`config.mk`:
```
export PLATFORM = sky130hd
export DESIGN_NAME = divider_and_reload_timer
export DESIGN_NICKNAME = d
export VERILOG_FILES = /design/src/rtl/core/dart_pkg.sv /design/src/rtl/core/dart_ctrl.sv /design/src/rtl/core/dart_datapath.sv /design/src/rtl/core/divider_and_reload_timer.sv
export SDC_FILE = /design/constraint.sdc
export NUM_CORES = 1
export LEC_CHECK = 0
export BUFFER_PORTS_ARGS = -buffer_cell sky130_fd_sc_hd__buf_2
export CORE_MARGIN = 2
export CORE_UTILIZATION = 59
export CTS_CLUSTER_DIAMETER = 100
export DETAILED_ROUTE_END_ITERATION = 6
export GPL_TIMING_DRIVEN = 1
export PLACE_DENSITY_LB_ADDON = 0.15
export SLEW_MARGIN = 20
export SYNTH_ARGS = -nofsm -noshare
export SYNTH_HDL_FRONTEND = slang
export SYNTH_SLANG_ARGS = --single-unit
export TNS_END_PERCENT = 5
```
`constraint.sdc`:
```
create_clock -name aclk -period 2.4 [get_ports aclk]
set_input_delay 0.48 -clock aclk [delete_from_list [all_inputs] [get_ports aclk]]
set_output_delay 0.48 -clock aclk [all_outputs]
set_load 0.1 [all_outputs]
```
`src/rtl/core/dart_pkg.sv`:
```
// shared types, codes and constants for the divider and reload timer
`default_nettype none

package dart_pkg;

    // item kinds
    localparam logic [1:0] KIND_CLOCKS = 2'd0;
    localparam logic [1:0] KIND_READ   = 2'd1;
    localparam logic [1:0] KIND_WRITE  = 2'd2;

    // register selects
    localparam logic [1:0] SEL_DIVIDER = 2'd0;
    localparam logic [1:0] SEL_COUNTER = 2'd1;
    localparam logic [1:0] SEL_RELOAD  = 2'd2;
    localparam logic [1:0] SEL_CONTROL = 2'd3;

    // control register bits
    localparam int CTRL_ENABLE_BIT = 2;
    localparam int CTRL_RATE_HI    = 1;
    localparam int CTRL_RATE_LO    = 0;

    // counter prescale: stays below the longest tick length, plus one 8-bit elapsed_clocks step
    localparam int CPRE_W = 11;

    // beat widths
    localparam int S_TDATA_W = 24;
    localparam int M_TDATA_W = 16;

    typedef struct packed {
        logic start;   // input beat accepted this cycle
        logic tick;    // step the prescalers one tick
        logic load;    // move the result into the output register
    } dart_cmd_t;

    typedef struct packed {
        logic pending; // a divider or counter tick is still owed
    } dart_status_t;

    // counter tick length for control bits 1:0
    function automatic logic [CPRE_W-1:0] tick_len(input logic [1:0] rate);
        logic [CPRE_W-1:0] len;
        begin
            unique case (rate)
                2'd0:    len = CPRE_W'(1024);
                2'd1:    len = CPRE_W'(16);
                2'd2:    len = CPRE_W'(64);
                default: len = CPRE_W'(256);
            endcase
            return len;
        end
    endfunction

endpackage

`default_nettype wire

```
`src/rtl/core/dart_ctrl.sv`:
```
// controller state machine for the divider and reload timer
`default_nettype none

module dart_ctrl (
    input  wire logic                  aclk,
    input  wire logic                  aresetn,
    input  wire logic                  s_tvalid,
    output logic                       s_tready,
    output logic                       m_tvalid,
    input  wire logic                  m_tready,
    output dart_pkg::dart_cmd_t        cmd,
    input  wire dart_pkg::dart_status_t status
);
    import dart_pkg::*;

    typedef enum logic {
        ST_IDLE,
        ST_RUN
    } state_t;

    state_t state_reg;
    state_t state_next;
    logic   m_tvalid_reg;
    logic   m_tvalid_next;
    logic   slot_free;

    assign s_tready  = (state_reg == ST_IDLE);
    assign slot_free = !m_tvalid_reg || m_tready;

    always_comb begin
        cmd.start = s_tvalid && (state_reg == ST_IDLE);
        cmd.tick  = (state_reg == ST_RUN);
        cmd.load  = (state_reg == ST_RUN) && !status.pending && slot_free;
    end

    always_comb begin
        state_next    = state_reg;
        m_tvalid_next = m_tvalid_reg && !m_tready;
        unique case (state_reg)
            ST_IDLE: begin
                if (s_tvalid) begin
                    state_next = ST_RUN;
                end
            end
            ST_RUN: begin
                if (!status.pending && slot_free) begin
                    state_next    = ST_IDLE;
                    m_tvalid_next = 1'b1;
                end
            end
            default: state_next = ST_IDLE;
        endcase
    end

    always_ff @(posedge aclk) begin
        if (!aresetn) begin
            state_reg    <= ST_IDLE;
            m_tvalid_reg <= 1'b0;
        end else begin
            state_reg    <= state_next;
            m_tvalid_reg <= m_tvalid_next;
        end
    end

    assign m_tvalid = m_tvalid_reg;

endmodule

`default_nettype wire

```
`src/rtl/core/dart_datapath.sv`:
```
// timer registers, prescalers and result register of the divider and reload timer
`default_nettype none

module dart_datapath #(
    parameter int DIVIDER_PERIOD = 256
) (
    input  wire logic                  aclk,
    input  wire logic                  aresetn,
    input  wire logic [1:0]            kind,
    input  wire logic [7:0]            elapsed_clocks,
    input  wire logic [1:0]            reg_select,
    input  wire logic [7:0]            write_data,
    input  wire dart_pkg::dart_cmd_t   cmd,
    output dart_pkg::dart_status_t     status,
    output logic [7:0]                 read_data,
    output logic                       timer_irq
);
    import dart_pkg::*;

    // divider prescale stays below the period, plus one step of clocks
    localparam int DPRE_W = $clog2(DIVIDER_PERIOD + 256);
    localparam logic [DPRE_W-1:0] DIV_PERIOD = DPRE_W'(DIVIDER_PERIOD);

    logic [DPRE_W-1:0] dpre_reg;
    logic [7:0]        div_reg;
    logic [CPRE_W-1:0] cpre_reg;
    logic [7:0]        cnt_reg;
    logic [7:0]        reload_reg;
    logic [7:0]        ctrl_reg;
    logic [7:0]        rd_reg;
    logic              irq_reg;
    logic              clk_beat_reg;
    logic [7:0]        read_data_reg;
    logic              timer_irq_reg;

    logic [CPRE_W-1:0] len;
    logic              enable;
    logic              div_due;
    logic              cnt_due;
    logic [7:0]        rd_mux;

    assign len     = tick_len(ctrl_reg[CTRL_RATE_HI:CTRL_RATE_LO]);
    assign enable  = ctrl_reg[CTRL_ENABLE_BIT];
    assign div_due = (dpre_reg >= DIV_PERIOD);
    // owed counter ticks are only spent by a clocks beat
    assign cnt_due = enable && clk_beat_reg && (cpre_reg >= len);
    assign status.pending = div_due || cnt_due;

    always_comb begin
        unique case (reg_select)
            SEL_DIVIDER: rd_mux = div_reg;
            SEL_COUNTER: rd_mux = cnt_reg;
            SEL_RELOAD:  rd_mux = reload_reg;
            default:     rd_mux = ctrl_reg;
        endcase
    end

    always_ff @(posedge aclk) begin
        if (!aresetn) begin
            dpre_reg     <= '0;
            div_reg      <= 8'd1;
            cpre_reg     <= '0;
            cnt_reg      <= '0;
            reload_reg   <= '0;
            ctrl_reg     <= '0;
            rd_reg       <= '0;
            irq_reg      <= 1'b0;
            clk_beat_reg <= 1'b0;
        end else if (cmd.start) begin
            rd_reg       <= (kind == KIND_READ) ? rd_mux : 8'd0;
            irq_reg      <= 1'b0;
            clk_beat_reg <= (kind == KIND_CLOCKS);
            case (kind)
                KIND_CLOCKS: begin
                    dpre_reg <= dpre_reg + {{(DPRE_W-8){1'b0}}, elapsed_clocks};
                    if (enable) begin
                        cpre_reg <= cpre_reg + {{(CPRE_W-8){1'b0}}, elapsed_clocks};
                    end
                end
                KIND_WRITE: begin
                    unique case (reg_select)
                        SEL_DIVIDER: begin
                            div_reg  <= '0;
                            dpre_reg <= '0;
                        end
                        SEL_COUNTER: begin
                            cnt_reg  <= '0;
                            cpre_reg <= '0;
                        end
                        SEL_RELOAD:  reload_reg <= write_data;
                        default:     ctrl_reg   <= write_data;
                    endcase
                end
                default: ;
            endcase
        end else if (cmd.tick) begin
            // one divider tick and one counter tick per cycle
            if (div_due) begin
                dpre_reg <= dpre_reg - DIV_PERIOD;
                div_reg  <= div_reg + 8'd1;
            end
            if (cnt_due) begin
                cpre_reg <= cpre_reg - len;
                if (cnt_reg == 8'hFF) begin
                    cnt_reg <= reload_reg;
                    irq_reg <= 1'b1;
                end else begin
                    cnt_reg <= cnt_reg + 8'd1;
                end
            end
        end
    end

    // output register, no reset needed on payload
    always_ff @(posedge aclk) begin
        if (cmd.load) begin
            read_data_reg <= rd_reg;
            timer_irq_reg <= irq_reg;
        end
    end

    assign read_data = read_data_reg;
    assign timer_irq = timer_irq_reg;

endmodule

`default_nettype wire

```
`src/rtl/core/divider_and_reload_timer.sv`:
```
// a beat is accepted in the idle state; its result is loaded in the run state once no
// tick is owed and the output register is free; a clocks beat owing n ticks (max of
// divider and counter ticks) stays in run as the step loop retires one divider tick
// and one counter tick per cycle; the input reopens once the result is registered
// a finished result waits in the output register while the next beat is taken
// reset: synchronous active-low aresetn; divider reads 1, other timer registers 0
`default_nettype none

module divider_and_reload_timer #(
    parameter int DIVIDER_PERIOD = 256
) (
    input  wire logic                             aclk,
    input  wire logic                             aresetn,
    // input beat
    input  wire logic                             s_tvalid,
    output logic                                  s_tready,
    // [1:0] kind, [9:2] elapsed_clocks, [11:10] reg_select, [19:12] write_data,
    // [23:20] zero
    input  wire logic [dart_pkg::S_TDATA_W-1:0]   s_tdata,
    // result beat
    output logic                                  m_tvalid,
    input  wire logic                             m_tready,
    // [7:0] read_data, [8] timer_irq, [15:9] zero
    output logic [dart_pkg::M_TDATA_W-1:0]        m_tdata
);
    import dart_pkg::*;

    dart_cmd_t    cmd;
    dart_status_t status;

    // unpacked input fields
    logic [1:0] kind;
    logic [7:0] elapsed_clocks;
    logic [1:0] reg_select;
    logic [7:0] write_data;

    logic [7:0] read_data;
    logic       timer_irq;

    assign kind           = s_tdata[1:0];
    assign elapsed_clocks = s_tdata[9:2];
    assign reg_select     = s_tdata[11:10];
    assign write_data     = s_tdata[19:12];

    // sequencer: idle until a beat arrives, then steps ticks and hands off the result
    dart_ctrl u_ctrl (
        .aclk     (aclk),
        .aresetn  (aresetn),
        .s_tvalid (s_tvalid),
        .s_tready (s_tready),
        .m_tvalid (m_tvalid),
        .m_tready (m_tready),
        .cmd      (cmd),
        .status   (status)
    );

    // timer registers, prescalers and the output register
    dart_datapath #(
        .DIVIDER_PERIOD (DIVIDER_PERIOD)
    ) u_datapath (
        .aclk           (aclk),
        .aresetn        (aresetn),
        .kind           (kind),
        .elapsed_clocks (elapsed_clocks),
        .reg_select     (reg_select),
        .write_data     (write_data),
        .cmd            (cmd),
        .status         (status),
        .read_data      (read_data),
        .timer_irq      (timer_irq)
    );

    // pack the result beat, upper bits zero
    assign m_tdata = {{(M_TDATA_W-9){1'b0}}, timer_irq, read_data};

endmodule

`default_nettype wire

```
# Yosys cells after proc, flatten, opt, wreduce, memory -nomap -nowiden
# Cells that the tools add are included.
# Widths: inputs -> output; s select.
# totals
ff_bits,73
output_inout_bits,18
elab_cells,95
# op_classes
n_addsub,6
n_lt_le_gt_ge,2
eq_ne,14
mux,30
n_bitwise,3
n_reduce_logical,27
# ops
cell,count
$mux 8,12
$mux 11,5
$mux 9,4
$pmux 11 s3,1
$pmux 8 s3,1
$pmux 11 s2,1
$pmux 9 s2,1
$add 8x1->8 const B,2
$reduce_and 4->1,3
$add 11x8->11,1
$ge 11x11->1,1
$sub 11x11->11,1
$add 9x8->9,1
$ge 9x9->1 const B,1
$ne 3x2->1 const B,3
$reduce_and 3->1,3
$sub 9x9->9 const B,1
$eq 8x8->1 const B,1
$logic_and 1x1->1,7
$eq 2x1->1 const B,3
$eq 2x2->1 const B,3
$logic_not 2->1,3
$ne 2x1->1 const B,3
$reduce_bool 2->1,3
other kinds (9),17

# Logic depth before layout (Yosys ltp)
# Gate-level depths: netlist of the first run.
# depth
word_depth,9
mapped_depth,9

# Modules after synthesis
# Synthesis of the first run repeated with hierarchy kept, for this count alone.
# unflattened
cells_unflattened,475
area_unflattened_um2,4269.1
# by_module_without_submodules
mod,n_inst,cells_each,area_each_um2,seq_area_each_um2
dart_datapath,1,454,4103.9,1511.4
dart_ctrl,1,12,101.3,40.0
divider_and_reload_timer,1,9,63.8,0.0

# Least setup slack after synthesis of the first run
# Ideal clock, no wire load.
# synth_timing
path_type,register -> register
start,register u_datapath.ctrl_reg[0]
end,"register u_datapath.read_data_reg[0] (netlist: u_datapath.read_data[0]), enable pin"
setup_time_ps,333
arrival_time_ps,1856
required_ps,2067
path_slack_ps,211
path_stages_with_launch,8
period_less_slack_ps,2189
cell_sequence,dfxtp_1 nand2b_1 ha_1 and4bb_1 a221oi_2 o21ai_0 a21oi_1 o211a_1
# synth_lines
item,line_no,source
from (decl),dart_datapath.sv:29,logic [7:0] ctrl_reg;
from (signal assigned),dart_datapath.sv:91,default: ctrl_reg <= write_data;
to (signal assigned),dart_datapath.sv:117,read_data_reg <= rd_reg;
to (decl),dart_datapath.sv:33,logic [7:0] read_data_reg;

# Worst setup path in the final report of the first run
# layout_timing
start,register u_datapath.ctrl_reg[0]
end,register u_datapath.cnt_reg[6]
# layout_between
elab_chain_len,6
# layout_lines
item,line_no,source
"$eq 2x2->1, or another cell as far along",dart_pkg.sv:43,unique case (rate)
$pmux 11 s3 (*),dart_pkg.sv:43,
$ge 11x11->1 (*),dart_datapath.sv:46,assign cnt_due = enable && clk_beat_reg && (cpre_reg >= len);
$logic_and 1x1->1 (*),dart_datapath.sv:46,
$reduce_bool 2->1 (no line) (*),-,
$reduce_and 4->1 (no line) (*),-,
to (signal assigned),dart_datapath.sv:105,cnt_reg <= reload_reg;
to (signal assigned),dart_datapath.sv:108,cnt_reg <= cnt_reg + 8'd1;
to (decl),dart_datapath.sv:27,logic [7:0] cnt_reg;
# Mark *: on every way between the ends. The rest lies on a longest branch, timed or not.
# A chain may end at the register's enable or synchronous reset.

==> key figures, run 1 <==
Layout
  – Layout cells sized above 1: 18.8%
  – # diodes: 0
  – Max reg flops: 11
  – Filler Cell Count: 572
  – Commonest non-fill, non-tap cell in the layout: dfxtp_1
  – Nets: 560
  – Register Area: 1550 um^2
  – Core Util, Final: 69.0%
  – Most frequent cells in the layout: dfxtp_1, nor2_1, nand2_1, buf_2, o21ai_0
  – P&R area growth vs syn: 12.6%
  – Multi-input logic area: 2430 um^2

Synthesis
  – Avg Inst Size Synth: 9.06 um^2
  – Sequential-to-total area share from yosys stat: 37.1%
  – Yosys top cell area share: 30.6%
  – Synth unique cells: 65
  – Most used DFF post-synth: dfxtp_1
  – #FFs+latches synth: 73
  – Total of warnings raised by yosys: 0
  – Synth top area cells: dfxtp_1, ha_1, edfxtp_1
  – Syn Inst Count: 462
  – Syn Std Cell Area: 4180 um^2
  – Largest area contributor in the netlist: dfxtp_1
  – Post-synth EDFFs: 9
  – Ys async rst share: 0%

CTS
  – CTS H-tree depth: 3
  – Clock tree buffer depth: 2
  – Clock sink total: 73
  – Clk_lat worst skew: 360 ps
  – # Post-CTS Setup Buffers: 0
  – Root Driver: clkbuf_8
  – Cts hold-fix bufs: 0
  – Clk pin slew, worst setup/hold paths: 90 ps
  – Num CTS Buffers: 9
  – CTS tree: done

Timing
  – Slew headroom: 66.3%
  – FMAX: 449 MHz
  – # setup viols final: 0
  – Worst Slack Setup Final: 174 ps
  – Period utilisation layout: 92.8%
  – Hold Vio Cnt, Final: 0
  – Setup TNS: 0 ps
  – Clock Skew: 13.4 ps
  – Worst hold slack: 365 ps
  – Tightest Pin Transition: 504 ps
  – Fin crit period: 2230 ps
  – Max-slew violation count: 0

Worst setup path
  – Startpoint types: flop
  – Reg2reg setup slack: 170 ps
  – CP peak stage delay: 350 ps
  – Worst-path cell chain: nand2b_1 > ha_1 > and4bb_1 > a221oi_2 > nor3_2 > nor3_2 > buf_12 > nor4b_1 > o221a_2
  – Setup Crit Path Kind: reg2reg
  – Largest fanout on the critical path: 15
  – Crit path DAT: 2480 ps
  – Top cell by count, worst path: nor3_2
  – Data required time of the critical path: 2660 ps
  – CP endpoint kind: flop
  – Slowest-stage cell, CP: dfxtp_2

Place
  – HPWL after DPL: 7.12 mm
  – Dpl ws: -48.2 ps
  – # port buffers: 34
  – Gp weighted congestion: 0.903

Pwr
  – Switching Power: 862 uW
  – Gate power share: 15.8%
  – Int Power: 1770 uW
  – Part of the power in registers: 48.5%
  – Clk pwr share: 35.7%
  – Peak VDD IR: 412 uV
  – Sw frac: 32.7%
  – Design Power: 2630 uW
  – Leak: 0.00197 uW
  – PD cells: 559 nW/um^2

Floorplan
  – Height of the die: 88.2 um
  – Die area: 7780 um^2
  – Initial Utilization: 61.2%
  – Core ar.: 6830 um^2
  – Site row count: 30
  – # IOs: 46
  – Die width: 88.2 um

Global routing
  – Largest net degree at the start of global routing: 38
  – Initial antenna violation count: 0
  – Overall Global Routing Usage: 26.6%
  – GRT overflow: 0
  – Vias in the first global route: 3337
  – First-pass GRT wire length: 16.0 mm

Routing
  – Vias per cell: 5.94
  – Detailed-route via count: 3610
  – Drt first pass iters: 4
  – Drt total wl: 9.70 mm
  – Drt wl/cell: 16.0 um
  – DR DRC count: 0
  – Final ANT Viol Nets: 0
  – DR iter-0 viols: 168

Worst hold path
  – HP Class: in2reg

Outcome
  – Status: finished clean

Job
  – MaxCap Viol Count: 0
-- logic make-up after synthesis --
logic type / after synthesis / share of synthesized area, %
flip-flops: 73 / 37.1
XOR/XNOR: 19 / 3.98
other: 1 / 0.0896
multiplexers: 25 / 8.37
AND/OR/NAND/NOR: 159 / 18.7
buffers and inverters: 49 / 5.65
adder cells (fa/ha/maj): 25 / 7.84
AO/OA/AOI/OAI: 111 / 18.3
-- cells in the mapped netlist, types with 2 or more instances --
| library cell | count |
|---|---|
| dfxtp_1 | 64 |
| nor2_1 | 57 |
| nand2_1 | 38 |
| o21ai_0 | 28 |
| a21oi_1 | 24 |
| ha_1 | 23 |
| inv_1 | 21 |
| mux2i_1 | 17 |
| clkbuf_1 | 12 |
| nand3_1 | 11 |
| xor2_1 | 10 |
| a211oi_1 | 9 |
| edfxtp_1 | 9 |
| xnor2_1 | 9 |
| buf_4 | 8 |
| mux4_2 | 8 |
| nand2b_1 | 8 |
| nand4_1 | 7 |
| nor2b_1 | 7 |
| a22oi_1 | 5 |
| buf_2 | 5 |
| nor3_1 | 4 |
| o211ai_1 | 4 |
| o31ai_1 | 4 |
| a211o_1 | 3 |
| a2bb2oi_1 | 3 |
| a32oi_1 | 3 |
| and4_1 | 3 |
| nor4_1 | 3 |
| o221a_2 | 3 |
| or2_2 | 3 |
| or3_1 | 3 |
| a21o_1 | 2 |
| and3_1 | 2 |
| buf_6 | 2 |
| fa_1 | 2 |
| nand4b_1 | 2 |
| nor3_2 | 2 |
| nor3b_1 | 2 |
| o211a_1 | 2 |
| o21a_1 | 2 |
| o21ai_1 | 2 |
| o22ai_1 | 2 |
| o31a_1 | 2 |
| or4_1 | 2 |
-- critical path: cells and delay by family, from the launching register on --
family | cells | cell delay [ps]
simple gates | 5 | 780
flops | 1 | 350
compound gates | 2 | 510
fa+ha+maj | 1 | 290
buf+inv | 1 | 180
-- final cells by class --
| class | instances | area share [%] |
|---|---|---|
| clock buffer | 9 | 2.63 |
| clock inverter | 7 | 1.30 |
| inverter | 21 | 1.67 |
| multi-input combinational | 346 | 51.5 |
| sequential | 73 | 33.0 |
| tap | 96 | 2.55 |
| timing repair buffer | 56 | 7.38 |
-- metal layers --
layer	part of all wire (%)	global-route usage (%)	wire length, um
met1	46	37.8	4510
met2	45	40.5	4340
met3	6.8	4.20	659
met4	2.0	11.0	194
met5	0	0	0
-- power groups by stage --
| stage | clock [uW] | combinational, uW | sequential (uW) |
|---|---|---|---|
| floorplan | 0 | 255 | 1370 |
| global placement | 0 | 403 | 1300 |
| detailed placement | 0 | 410 | 1300 |
| CTS | 946 | 412 | 1280 |
| global route | 1000 | 448 | 1280 |
| finish | 940 | 417 | 1280 |
-- through the flow --
step,instance area [um^2],std cells
2_1_floorplan,4210,468
3_3_place_gp,4520,592
3_5_place_dp,4520,592
4_1_cts,4700,608
5_1_grt,4710,608
6_report,4710,608
-- worst paths after layout --
kind | to | startpoint | depth (start not counted)
worst min register to register | u_datapath.read_data[7]$_DFFE_PP_ | u_datapath.rd_reg[7]$_SDFFE_PN0P_ | 0
worst min-delay path | u_datapath.ctrl_reg[6]$_SDFFE_PN0P_ | s_tdata[18] | 3
worst max register to register | u_datapath.cnt_reg[6]$_SDFFE_PN0P_ | u_datapath.ctrl_reg[0]$_SDFFE_PN0P_ | 9
worst max-delay path | u_datapath.cnt_reg[6]$_SDFFE_PN0P_ | u_datapath.ctrl_reg[0]$_SDFFE_PN0P_ | 9
-- repair_timing --
action / CTS / global route
resized for setup: 0 / 4
hold endpoints to repair: 0 / 0
endpoints found under the setup margin: 0 / 22
Power figures use the tool's default switching activity.
==> run 2, diff against run 1 <==
--- a/config.mk
+++ b/config.mk
@@ -5,6 +5,7 @@
 export SDC_FILE = /design/constraint.sdc
 export NUM_CORES = 1
 export LEC_CHECK = 0
+export ABC_AREA = 1
 export BUFFER_PORTS_ARGS = -buffer_cell sky130_fd_sc_hd__buf_2
 export CORE_MARGIN = 2
 export CORE_UTILIZATION = 59
@@ -16,4 +17,4 @@
 export SYNTH_ARGS = -nofsm -noshare
 export SYNTH_HDL_FRONTEND = slang
 export SYNTH_SLANG_ARGS = --single-unit
-export TNS_END_PERCENT = 5
+export TNS_END_PERCENT = 1
==> run 2 against run 1 <==
  * Non-clock buffer count down 17
  * Via count is 17% higher
  * Combinational power rose by 48%
  * Final cell count increased by 28%
  * Largest power group unchanged
==> key figures, run 2 <==
Outcome
  – Status: finished clean

Synthesis
  – Post-synth EDFFs: 9 (unchanged)
  – Avg Inst Size Synth: 6.88 um^2 (-24%)
  – Synth unique cells: 41 (-37%)
  – Synth top area cells: dfxtp_1, nand2_1, a21oi_1
  – #FFs+latches synth: 73 (unchanged)
  – Sequential-to-total area share from yosys stat: 35.4% (-1.7 points)
  – Largest area contributor in the netlist: dfxtp_1
  – Syn Inst Count: 637 (+38%)
  – Top-count cell post-synth: nand2_1
  – Synth cell count leaders: nand2_1, nor2_1, inv_1
  – Most used DFF post-synth: dfxtp_1
  – Ys async rst share: 0% (unchanged)
  – Syn Std Cell Area: 4380 um^2 (+4.8%)
  – Total of warnings raised by yosys: 0 (unchanged)
  – Yosys top cell area share: 29.2% (-1.4 points)

Timing
  – # setup viols final: 0 (unchanged)
  – Period utilisation layout: 89.6% (-3.1 points)
  – Unrepaired setup endpoints after global routing: false
  – Hold Vio Cnt, Final: 0 (unchanged)
  – Fin crit period: 2150 ps (-75.4 ps)
  – FMAX: 465 MHz (+3.5%)
  – Setup TNS: 0 ps (unchanged)
  – Slew headroom: 54.8% (-11 points)
  – Worst hold slack: 350 ps (-15.1 ps)
  – Clock Skew: 11.2 ps (-2.19 ps)
  – Max-slew violation count: 0 (unchanged)
  – Tightest Pin Transition: 677 ps (+173 ps)

Routing
  – DR DRC count: 0 (unchanged)
  – Drt wl/cell: 13.5 um (-15%)
  – Drt total wl: 10.5 mm (+8.2%)
  – Drt first pass iters: 5 (+1)
  – Final ANT Viol Nets: 0 (unchanged)
  – Detailed-route via count: 4216 (+17%)
  – Vias per cell: 5.43 (-8.5%)
  – DR iter-0 viols: 228 (+36%)

Pwr
  – Peak VDD IR: 429 uV (+4.2%)
  – Int Power: 2050 uW (+16%)
  – Part of the power in registers: 43.3% (-5.2 points)
  – Gate power share: 20.3% (+4.5 points)
  – Leak: 0.00221 uW (+12%)
  – Switching Power: 991 uW (+15%)
  – PD cells: 628 nW/um^2 (+12%)
  – Clk pwr share: 36.4% (+0.7 points)
  – Sw frac: 32.6% (-0.098 points)
  – Design Power: 3040 uW (+15%)

Floorplan
  – Die width: 90.2 um (+2.2%)
  – Die area: 8130 um^2 (+4.5%)
  – Core ar.: 7210 um^2 (+5.6%)
  – Site row count: 31 (+3.3%)
  – Height of the die: 90.2 um (+2.2%)
  – Initial Utilization: 60.8% (-0.49 points)
  – # IOs: 46 (unchanged)

Global routing
  – Vias in the first global route: 3811 (+14%)
  – First-pass GRT wire length: 17.4 mm (+9.0%)
  – Initial antenna violation count: 0 (unchanged)
  – Overall Global Routing Usage: 26.3% (-0.24 points)
  – Largest net degree at the start of global routing: 22 (-42%)
  – GRT overflow: 0 (unchanged)

Worst setup path
  – Setup Crit Path Kind: reg2reg
  – Largest fanout on the critical path: 9 (-6)
  – R2r endpoint: u_datapath.cnt_reg[0]$_SDFFE_PN0P_
  – FF-to-FF path depth: 11 (+2)
  – RR Startpoint: u_datapath.ctrl_reg[1]$_SDFFE_PN0P_
  – Startpoint types: flop
  – Crit path DAT: 2380 ps (-100 ps)
  – CP endpoint kind: flop
  – Data required time of the critical path: 2630 ps (-30 ps)
  – Reg2reg setup slack: 250 ps (+80 ps)
  – Worst Setup SP: u_datapath.ctrl_reg[1]$_SDFFE_PN0P_

Job
  – MaxCap Viol Count: 0 (unchanged)

Layout
  – Most frequent cells in the layout: nand2_1, nor2_1, inv_1, a21oi_1, dfxtp_1
  – P&R area growth vs syn: 10.4%
  – Layout cells sized above 1: 11.5% (-7.2 points)
  – Core Util, Final: 67.0% (-1.9 points)
  – Commonest non-fill, non-tap cell in the layout: nand2_1
  – # diodes: 0 (unchanged)
  – Nets: 725 (+29%)
  – Max reg flops: 11 (unchanged)

CTS
  – Clock tree buffer depth: 2 (unchanged)
  – Cts hold-fix bufs: 0 (unchanged)
  – Clk_lat worst skew: 360 ps (about the same)
  – Root Driver: clkbuf_8
  – Clk pin slew, worst setup/hold paths: 90 ps (about the same)
  – Clock sink total: 73 (unchanged)
  – CTS H-tree depth: 3 (unchanged)
  – Num CTS Buffers: 9 (unchanged)
  – CTS tree: done
  – # Post-CTS Setup Buffers: 0 (unchanged)

Worst hold path
  – Hold_sp: s_tdata[19]
  – WHS Endpoint: u_datapath.ctrl_reg[7]$_SDFFE_PN0P_
  – Hold path cells: 3 (unchanged)
  – HP Class: in2reg

Place
  – HPWL after DPL: 8.13 mm (+14%)
  – # port buffers: 34 (unchanged)
  – Gp weighted congestion: 0.969 (+7.2%)
==> run 2: kinds of logic (layout without fill, tap and decap cells) <==
kind of cell               after synthesis  after routing  synth area share (%)
AOI/OAI and AO/OA                      137            137                  17.6
other                                    1              7                0.0856
xor gates and xnor gates                 7              7                  1.40
buffers and inverters                  103            137                  10.0
DFF                                     73             73                  35.4
adders and majority gates               25             25                  7.48
and+or+nand+nor                        291            291                  28.0
==> run 2: power by group through the flow <==
stage | clock (uW) | combinational [uW] | sequential [uW]
floorplan | 0 | 422 | 1410
global placement | 0 | 600 | 1340
detailed placement | 0 | 610 | 1340
CTS | 1120 | 613 | 1320
global route | 1170 | 682 | 1320
finish | 1110 | 616 | 1320
==> run 2: stage by stage <==
stage | std cells | worst slack [ps] | cell area (um^2)
6_report | 776 | 249 | 4840
3_3_place_gp | 760 | 225 | 4610
3_5_place_dp | 760 | 208 | 4610
2_1_floorplan | 643 | 503 | 4410
4_1_cts | 776 | 238 | 4830
5_1_grt | 776 | 8.72 | 4840
==> run 2: final cells by class <==
class / count / area, um^2
flip-flops and latches: 73 / 1550
repair buffers: 39 / 208
inverters: 82 / 308
well taps: 99 / 124
clock buffers: 9 / 124
multi-input cells: 467 / 2420
fillers: 651 / 2380
clock inverters: 7 / 103
==> run 2: per-layer routing <==
layer | global-route usage, % | up-vias | part of all wire [%]
li1 | - | 2161 | -
met1 | 37.4 | 1897 | 48
met2 | 41.1 | 136 | 44
met3 | 3.27 | 22 | 5.9
met4 | 9.87 | 0 | 2.1
met5 | 0 | - | 0
==> run 2: timing repair <==
action / 4_1_cts / 5_1_grt
endpoints found under the setup margin: 0 / 4
gates resized for setup: 0 / 1
endpoints found under the hold margin: 0 / 0
==> run 2: how the worst max path moves through the flow <==
stage | end | depth (start not counted)
after floorplan | u_datapath.dpre_reg[8]$_SDFFE_PN0P_ | 10
after global placement | u_datapath.cpre_reg[10]$_SDFFE_PN0P_ | 14
after detailed placement | u_datapath.cpre_reg[8]$_SDFFE_PN0P_ | 13
after CTS | u_datapath.cnt_reg[0]$_SDFFE_PN0P_ | 11
after global routing | u_datapath.cnt_reg[0]$_SDFFE_PN0P_ | 11
final | u_datapath.cnt_reg[0]$_SDFFE_PN0P_ | 11
==> run 2: critical path: stages (launching register included) <==
cell and delay (ps):
dfxtp_1 410, nand2_1 120, ha_1 390, nand2_1 70, nor3_1 130, nand2_1 70
nand3_1 100, nand3_1 160, nand2_4 170, inv_1 100, nand2_1 200, a21oi_1 100
